`config.mk`:
```
export PLATFORM = sky130hd
export DESIGN_NAME = rdd_unit
export DESIGN_NICKNAME = d
export VERILOG_FILES = /design/src/design/refined_drift_displacement_assert.svh /design/src/design/rdd_pkg.sv /design/src/design/rdd_unit.sv
export SDC_FILE = /design/constraint.sdc
export NUM_CORES = 2
export LEC_CHECK = 0
export ABC_AREA = 1
export ABC_CLOCK_PERIOD_IN_PS = 27500
export BUFFER_PORTS_ARGS = -buffer_cell sky130_fd_sc_hd__buf_4
export CORE_ASPECT_RATIO = 2
export CORE_UTILIZATION = 35
export DETAILED_ROUTE_END_ITERATION = 10
export PLACE_DENSITY = 0.48
export SLEW_MARGIN = 20
export SYNTH_ARGS = -nofsm -noshare
export SYNTH_HDL_FRONTEND = slang
export SYNTH_SLANG_ARGS = --single-unit
```
`constraint.sdc`:
```
create_clock -name clk -period 27.5 [get_ports clk]
set_input_delay 1.375 -clock clk [delete_from_list [all_inputs] [get_ports clk]]
set_output_delay 1.375 -clock clk [all_outputs]
set_load 0.01 [all_outputs]
```
`src/design/refined_drift_displacement_assert.svh`:
```
// ----------------------------------------------------------------------------
// Refined drift displacement assertion macros
// Concurrent checks clocked on clk and disabled while arst_n is low.
// ----------------------------------------------------------------------------
`ifndef REFINED_DRIFT_DISPLACEMENT_ASSERT_SVH
`define REFINED_DRIFT_DISPLACEMENT_ASSERT_SVH

// same-cycle implication
`define RDD_ASSERT_IMP(lbl, ante, cons) \
	lbl: assert property (@(posedge clk) disable iff (!arst_n) (ante) |-> (cons)) \
		else $error("same-cycle check failed");

// next-cycle implication
`define RDD_ASSERT_NXT(lbl, ante, cons) \
	lbl: assert property (@(posedge clk) disable iff (!arst_n) (ante) |=> (cons)) \
		else $error("next-cycle check failed");

`endif

```
`src/design/rdd_pkg.sv`:
```
// ----------------------------------------------------------------------------
// rdd_pkg
// Shared types and codes of the refined drift displacement block.
// ----------------------------------------------------------------------------
`default_nettype none

package rdd_pkg;

	localparam int WORD_W  = 64;
	localparam int FIELD_W = 32;
	localparam int STEP_W  = 6;
	localparam int REF_W   = 11;
	localparam int STAT_W  = 2;
	localparam int GCD_W   = 63;
	localparam int OP_W    = 2;

	localparam logic [REF_W-1:0] REF_MAX = 11'd1024;

	localparam logic [STAT_W-1:0] ST_OK       = 2'd0;
	localparam logic [STAT_W-1:0] ST_INVALID  = 2'd1;
	localparam logic [STAT_W-1:0] ST_OVERFLOW = 2'd2;

	localparam logic [OP_W-1:0] OP_MUL = 2'd0;
	localparam logic [OP_W-1:0] OP_DIV = 2'd1;
	localparam logic [OP_W-1:0] OP_GCD = 2'd2;

	typedef struct packed {
		logic        [FIELD_W-1:0] packet_ident;
		logic                      path_mode;
		logic        [STEP_W-1:0]  step_count;
		logic signed [FIELD_W-1:0] horizon_time;
		logic signed [FIELD_W-1:0] base_mass_value;
		logic signed [FIELD_W-1:0] pos_x;
		logic signed [FIELD_W-1:0] pos_y;
		logic signed [FIELD_W-1:0] pos_z;
		logic signed [FIELD_W-1:0] mom_x;
		logic signed [FIELD_W-1:0] mom_y;
		logic signed [FIELD_W-1:0] mom_z;
	} rdd_in_t;

	typedef struct packed {
		logic        [STAT_W-1:0] status_code;
		logic signed [WORD_W-1:0] disp_x;
		logic signed [WORD_W-1:0] disp_y;
		logic signed [WORD_W-1:0] disp_z;
		logic signed [WORD_W-1:0] final_x;
		logic signed [WORD_W-1:0] final_y;
		logic signed [WORD_W-1:0] final_z;
		logic        [GCD_W-1:0]  momentum_gcd;
		logic signed [WORD_W-1:0] error_x;
		logic signed [WORD_W-1:0] error_y;
		logic signed [WORD_W-1:0] error_z;
	} rdd_out_t;

	// request to the shared arithmetic unit; operands are magnitudes
	typedef struct packed {
		logic              start;
		logic [OP_W-1:0]   op;
		logic [WORD_W-1:0] a;
		logic [WORD_W-1:0] b;
		logic [WORD_W-1:0] lim;
	} rdd_req_t;

	typedef struct packed {
		logic              busy;
		logic              done;
		logic              ovf;
		logic [WORD_W-1:0] res;
		logic [WORD_W-1:0] rem;
	} rdd_rsp_t;

endpackage

`default_nettype wire

```
`src/design/rdd_unit.sv`:
```
// ----------------------------------------------------------------------------
// rdd_unit
// Shared iterative unit: shift-add multiply with range check, restoring
// divide, and binary gcd, one step per cycle.
// ----------------------------------------------------------------------------
`default_nettype none

module rdd_unit (
	input  wire               clk,
	input  wire               arst_n,
	input  rdd_pkg::rdd_req_t req,
	output rdd_pkg::rdd_rsp_t rsp
);
	import rdd_pkg::*;

	logic              busy_q;
	logic              done_q;
	logic              ovf_q;
	logic [OP_W-1:0]   op_q;
	logic [WORD_W:0]   acc_q;
	logic [WORD_W:0]   x_q;
	logic [WORD_W-1:0] y_q;
	logic [WORD_W-1:0] lim_q;
	logic [6:0]        cnt_q;
	logic [WORD_W-1:0] res_q;
	logic [WORD_W-1:0] rem_q;

	logic [WORD_W:0]   mul_sum;
	logic [WORD_W:0]   mul_x2;
	logic [WORD_W-1:0] y_rest;
	logic              mul_ovf;
	logic [WORD_W:0]   div_sh;
	logic [WORD_W:0]   div_sub;
	logic              div_ge;
	logic [WORD_W-1:0] gx;

	always_comb begin
		mul_sum = acc_q + (y_q[0] ? x_q : '0);
		mul_x2  = {x_q[WORD_W-1:0], 1'b0};
		y_rest  = y_q >> 1;
		mul_ovf = (mul_sum > {1'b0, lim_q}) ||
			((y_rest != '0) && (mul_x2 > {1'b0, lim_q}));
		div_sh  = {acc_q[WORD_W-1:0], y_q[WORD_W-1]};
		div_ge  = div_sh >= x_q;
		div_sub = div_sh - x_q;
		gx      = x_q[WORD_W-1:0];
	end

	always_ff @(posedge clk or negedge arst_n) begin
		if (!arst_n) begin
			busy_q <= 1'b0;
			done_q <= 1'b0;
		end else begin
			done_q <= 1'b0;
			if (req.start) begin
				busy_q <= 1'b1;
				op_q   <= req.op;
				lim_q  <= req.lim;
				cnt_q  <= '0;
				acc_q  <= '0;
				ovf_q  <= 1'b0;
				x_q    <= {1'b0, (req.op == OP_DIV) ? req.b : req.a};
				y_q    <= (req.op == OP_DIV) ? req.a : req.b;
			end else if (busy_q) begin
				unique case (op_q)
					OP_MUL: begin
						if (mul_ovf) begin
							ovf_q  <= 1'b1;
							res_q  <= '0;
							busy_q <= 1'b0;
							done_q <= 1'b1;
						end else if (y_rest == '0) begin
							res_q  <= mul_sum[WORD_W-1:0];
							busy_q <= 1'b0;
							done_q <= 1'b1;
						end else begin
							acc_q <= mul_sum;
							x_q   <= mul_x2;
							y_q   <= y_rest;
						end
					end
					OP_DIV: begin
						acc_q <= div_ge ? div_sub : div_sh;
						y_q   <= {y_q[WORD_W-2:0], div_ge};
						cnt_q <= cnt_q + 7'd1;
						if (cnt_q == 7'd63) begin
							res_q  <= {y_q[WORD_W-2:0], div_ge};
							rem_q  <= div_ge ? div_sub[WORD_W-1:0] : div_sh[WORD_W-1:0];
							busy_q <= 1'b0;
							done_q <= 1'b1;
						end
					end
					OP_GCD: begin
						priority if (gx == '0) begin
							res_q  <= y_q << cnt_q[5:0];
							busy_q <= 1'b0;
							done_q <= 1'b1;
						end else if (y_q == '0) begin
							res_q  <= gx;
							busy_q <= 1'b0;
							done_q <= 1'b1;
						end else if (!gx[0] && !y_q[0]) begin
							x_q   <= x_q >> 1;
							y_q   <= y_q >> 1;
							cnt_q <= cnt_q + 7'd1;
						end else if (!gx[0]) begin
							x_q <= x_q >> 1;
						end else if (!y_q[0]) begin
							y_q <= y_q >> 1;
						end else if (gx >= y_q) begin
							x_q <= {1'b0, (gx - y_q) >> 1};
						end else begin
							y_q <= (y_q - gx) >> 1;
						end
					end
					default: begin
						res_q  <= '0;
						busy_q <= 1'b0;
						done_q <= 1'b1;
					end
				endcase
			end
		end
	end

	assign rsp.busy = busy_q;
	assign rsp.done = done_q;
	assign rsp.ovf  = ovf_q;
	assign rsp.res  = res_q;
	assign rsp.rem  = rem_q;

endmodule

`default_nettype wire

```
==> metrics.md <==
| Metric | Value |
|---|---|
| Top_reg_cell synth | edfxtp_1 |
| WP data required | about 28 ns |
| Synth top area share | 24.7% |
| Startpoint Class | flop |
| Count leader, synth | nand2_1 |
| Most frequent CP cell | nand2_1 |
| Synth area leaders | edfxtp_1 25%, nand2_1 14%, ha_1 10%, o21ai_0 8.5%, inv_1 7.2% |
| Clk sinks | 398 |
| Seq cells post-synth | about 400 |
| Avg WL per Cell | between 30 and 40 um |
| Antenna-violating nets left | 0 |
| RR Startpoint | y_q[0] |
| Hold Fails Final Rpt | 0 |
| First-pass GRT wire length | 431 mm |
| Worst-skew pair later-pin latency | 0.69 ns |
| YS warnings | 0 |
| Initial antenna violation count | 21 |
| Vias in the first global route | 56000 |
| Overflow after GRT | 0 |
| PortBufs | 327 |
| CTS Buf Count | 47 |
| WP data arrival | 9.27 ns |
| Status | completed |
| RSZ-0062 raised after global routing | false |
| Die Wd | 264 um |
| H-tree depth | 2 |
| Placer congestion estimate | 1.10 |
| Pwr dens | 57.6 mW/mm^2 |
| Layout cells sized above 1 | 8.06% |
| Mapped Avg Cell Area | 6.53 sq um |
| Most instantiated cells after synthesis | 1792 x nand2_1, 930 x inv_1, 815 x o21ai_0 |
| Worst-Margin Slew | about 1.3 ns |
| Max-cap violations | 0 |
| Crit share post-route | 32.5% |
| Vias | 56700 |
| Max Transition Viols Final | 0 |
| Fillers | 15100 |
| DRC viols | 0 |
| DP HPWL | 261 mm |
| Total wire length | 319 mm |
| Setup Total Neg Slack | 0 ns |
| Num ports | 328 |
| Syn Inst Count | 7376 |
| Relative max-transition margin | 12.6% |
| EDFF count, synth | 396 |
| CTS tree | built |
| Ys async rst share | 0.503% |
| Core ar. | between 0.1 and 0.15 sq mm |
| Critical R2R Capture | x_q[21] |
| DR pass1 iterations | 9 |
| Area after DPL | ~0.052 sq mm |
| Fin nets | 8107 |
| Initial DRC count | 5755 |
| Syn_nets | 7968 |
| Die Span Y | 527 um |
| R2R setup slack | 18.55 ns |
| Min Hold Slack | roughly 0.6 ns |
| Final setup viols | 0 |
| CP max-delay cell | buf_4 |
| Cell row count | 192 |
| Cts hold-fix bufs | 0 |
| HP Class | in2async |
| CTS max path bufs | 3 |
| CP peak stage delay | ~0.7 ns |
| Post-synthesis sequential area ratio | 24.8% |
| Area grow syn2layout | 12.2% |
| Netlist cell types | 61 |
| Reg area | 0.0119 sq mm |
| All-layer global routing usage | 44.7% |
| Full die area | 0.139 sq mm |
| Pleak | approximately 24 nW |
| R2R cell count | 41 |
| Area occupied by multi-input gates | around 0.031 sq mm |
| Clock Skew | 0.0464 ns |
| Nature of the critical path endpoint | flop |
| Peak VDD IR | 0.0425 mV |
| Clock transition at path regs | 0.08 ns |
| Synthesized area | ~0.048 sq mm |
| Setup bufs post-CTS | 0 |
| Leading area contributor after synthesis | edfxtp_1 |
| CTS root buffer | clkbuf_16 |
| CP Class | reg2reg |
| Fmax | between 0.1 and 0.15 GHz |
| CP Max Fanout | 69 |
| Vias per inst | ~6 |
| CTS resizes | 0 |
| Initial Utilization | 35.2% |
| Pin count of the biggest net entering global routing | 84 |
| Finished layout cell area | 0.0540 sq mm |
| Post-route minimum period | between 8 and 9 ns |
[routing by layer]
metal | track usage [%] | vias up | part of all wire (%)
met1 | 43.0 | 27100 | 32
met5 | 0 | - | 0.018
met4 | 50.9 | 8 | 14
met2 | 76.5 | 3059 | 48
met3 | 7.29 | 1155 | 6.3
li1 | - | 25400 | -
[per-stage QoR]
stage          total power [mW]  setup WS (ns)  instances  utilization (%)
4_1_cts                    3.04          18.83       9296             39.4
5_1_grt                    3.20          18.34       9302             39.5
3_5_place_dp               2.33          18.86       9210             38.3
3_3_place_gp               2.33          18.88       9210             38.3
2_1_floorplan              1.64          18.20       7376                -
6_report                   3.11          18.55       9315             39.5
[sequential cells by signal, indices dropped and copies added, names as in the netlist]
name,cells
cnt_q,7
acc_q,65
rem_q,64
busy_q,1
y_q,64
res_q,64
lim_q,64
op_q,2
ovf_q,1
done_q,1
x_q,65
[power breakdown]
part           internal (mW)  leakage [nW]  switching, mW
combinational          0.416          19.5           1.18
sequential             0.730          3.79         0.0722
clock                  0.397         0.786          0.322
total                   1.54          24.1           1.57
[cell usage in the layout (no fill, tap or decap), types with 14 or more instances in the layout]
| cell | count |
|---|---|
| nor2_1 | 566 |
| o211ai_1 | 257 |
| nand2_1 | 1790 |
| a211oi_1 | 15 |
| a21o_1 | 27 |
| o2111ai_1 | 19 |
| o22ai_1 | 77 |
| buf_4 | 438 |
| ha_1 | 387 |
| a221oi_1 | 14 |
| xor2_1 | 153 |
| a21oi_1 | 684 |
| edfxtp_1 | 396 |
| o21a_1 | 48 |
| nor3_1 | 49 |
| clkbuf_16 | 48 |
| nor4_1 | 45 |
| diode_2 | 17 |
| or2_2 | 19 |
| a31oi_1 | 59 |
| xnor2_1 | 54 |
| nand4_1 | 41 |
| o21ai_1 | 64 |
| mux2i_1 | 35 |
| inv_2 | 17 |
| nand3_1 | 270 |
| o21ai_0 | 810 |
| o21bai_1 | 37 |
| a21boi_0 | 58 |
| clkinv_1 | 18 |
| inv_1 | 924 |
[cells by family (layout without fill, tap and decap cells)]
family | Yosys count | count (layout) | synth area share (%)
DFF | 398 | 398 | 24.8
buffers and inverters | 1302 | 1478 | 10.6
xor gates and xnor gates | 207 | 207 | 3.77
other | 0 | 17 | 0
adders and majority gates | 395 | 395 | 10.3
and+or+nand+nor | 2827 | 2827 | 23.7
muxes | 35 | 35 | 0.728
AOI/OAI and AO/OA | 2212 | 2212 | 26.2
[critical path: cells and delay by family, from the launching register on]
kind	cells	cell delay (ns)
AND/OR/NAND/NOR	27	3.19
flip-flops	1	0.32
buffers and inverters	6	2.13
adder cells (fa/ha/maj)	4	1.26
XOR/XNOR	1	0.40
AO/OA/AOI/OAI	3	1.11
[worst max path at each step]
stage / cells after the start / slack [ns] / end / startpoint
4_1_cts: 41 / 18.83 / x_q[21] / y_q[0]
5_1_grt: 43 / 18.34 / x_q[21] / y_q[0]
6_report: 41 / 18.55 / x_q[21] / y_q[0]
2_1_floorplan: 38 / 18.20 / res_q[0] / y_q[0]
3_3_place_gp: 43 / 18.88 / x_q[6] / y_q[0]
3_5_place_dp: 41 / 18.86 / x_q[9] / y_q[0]
[cell type report]
class	count	area share [%]
Multi-Input combinational cell	5676	58.0
Sequential cell	398	22.1
Inverter	953	6.65
Timing Repair Buffer	439	6.10
Tap cell	1746	4.04
Clock buffer	51	2.24
Clock inverter	35	0.774
Antenna cell	17	0.0787
No activity file was read; power rests on OpenSTA's default activity.
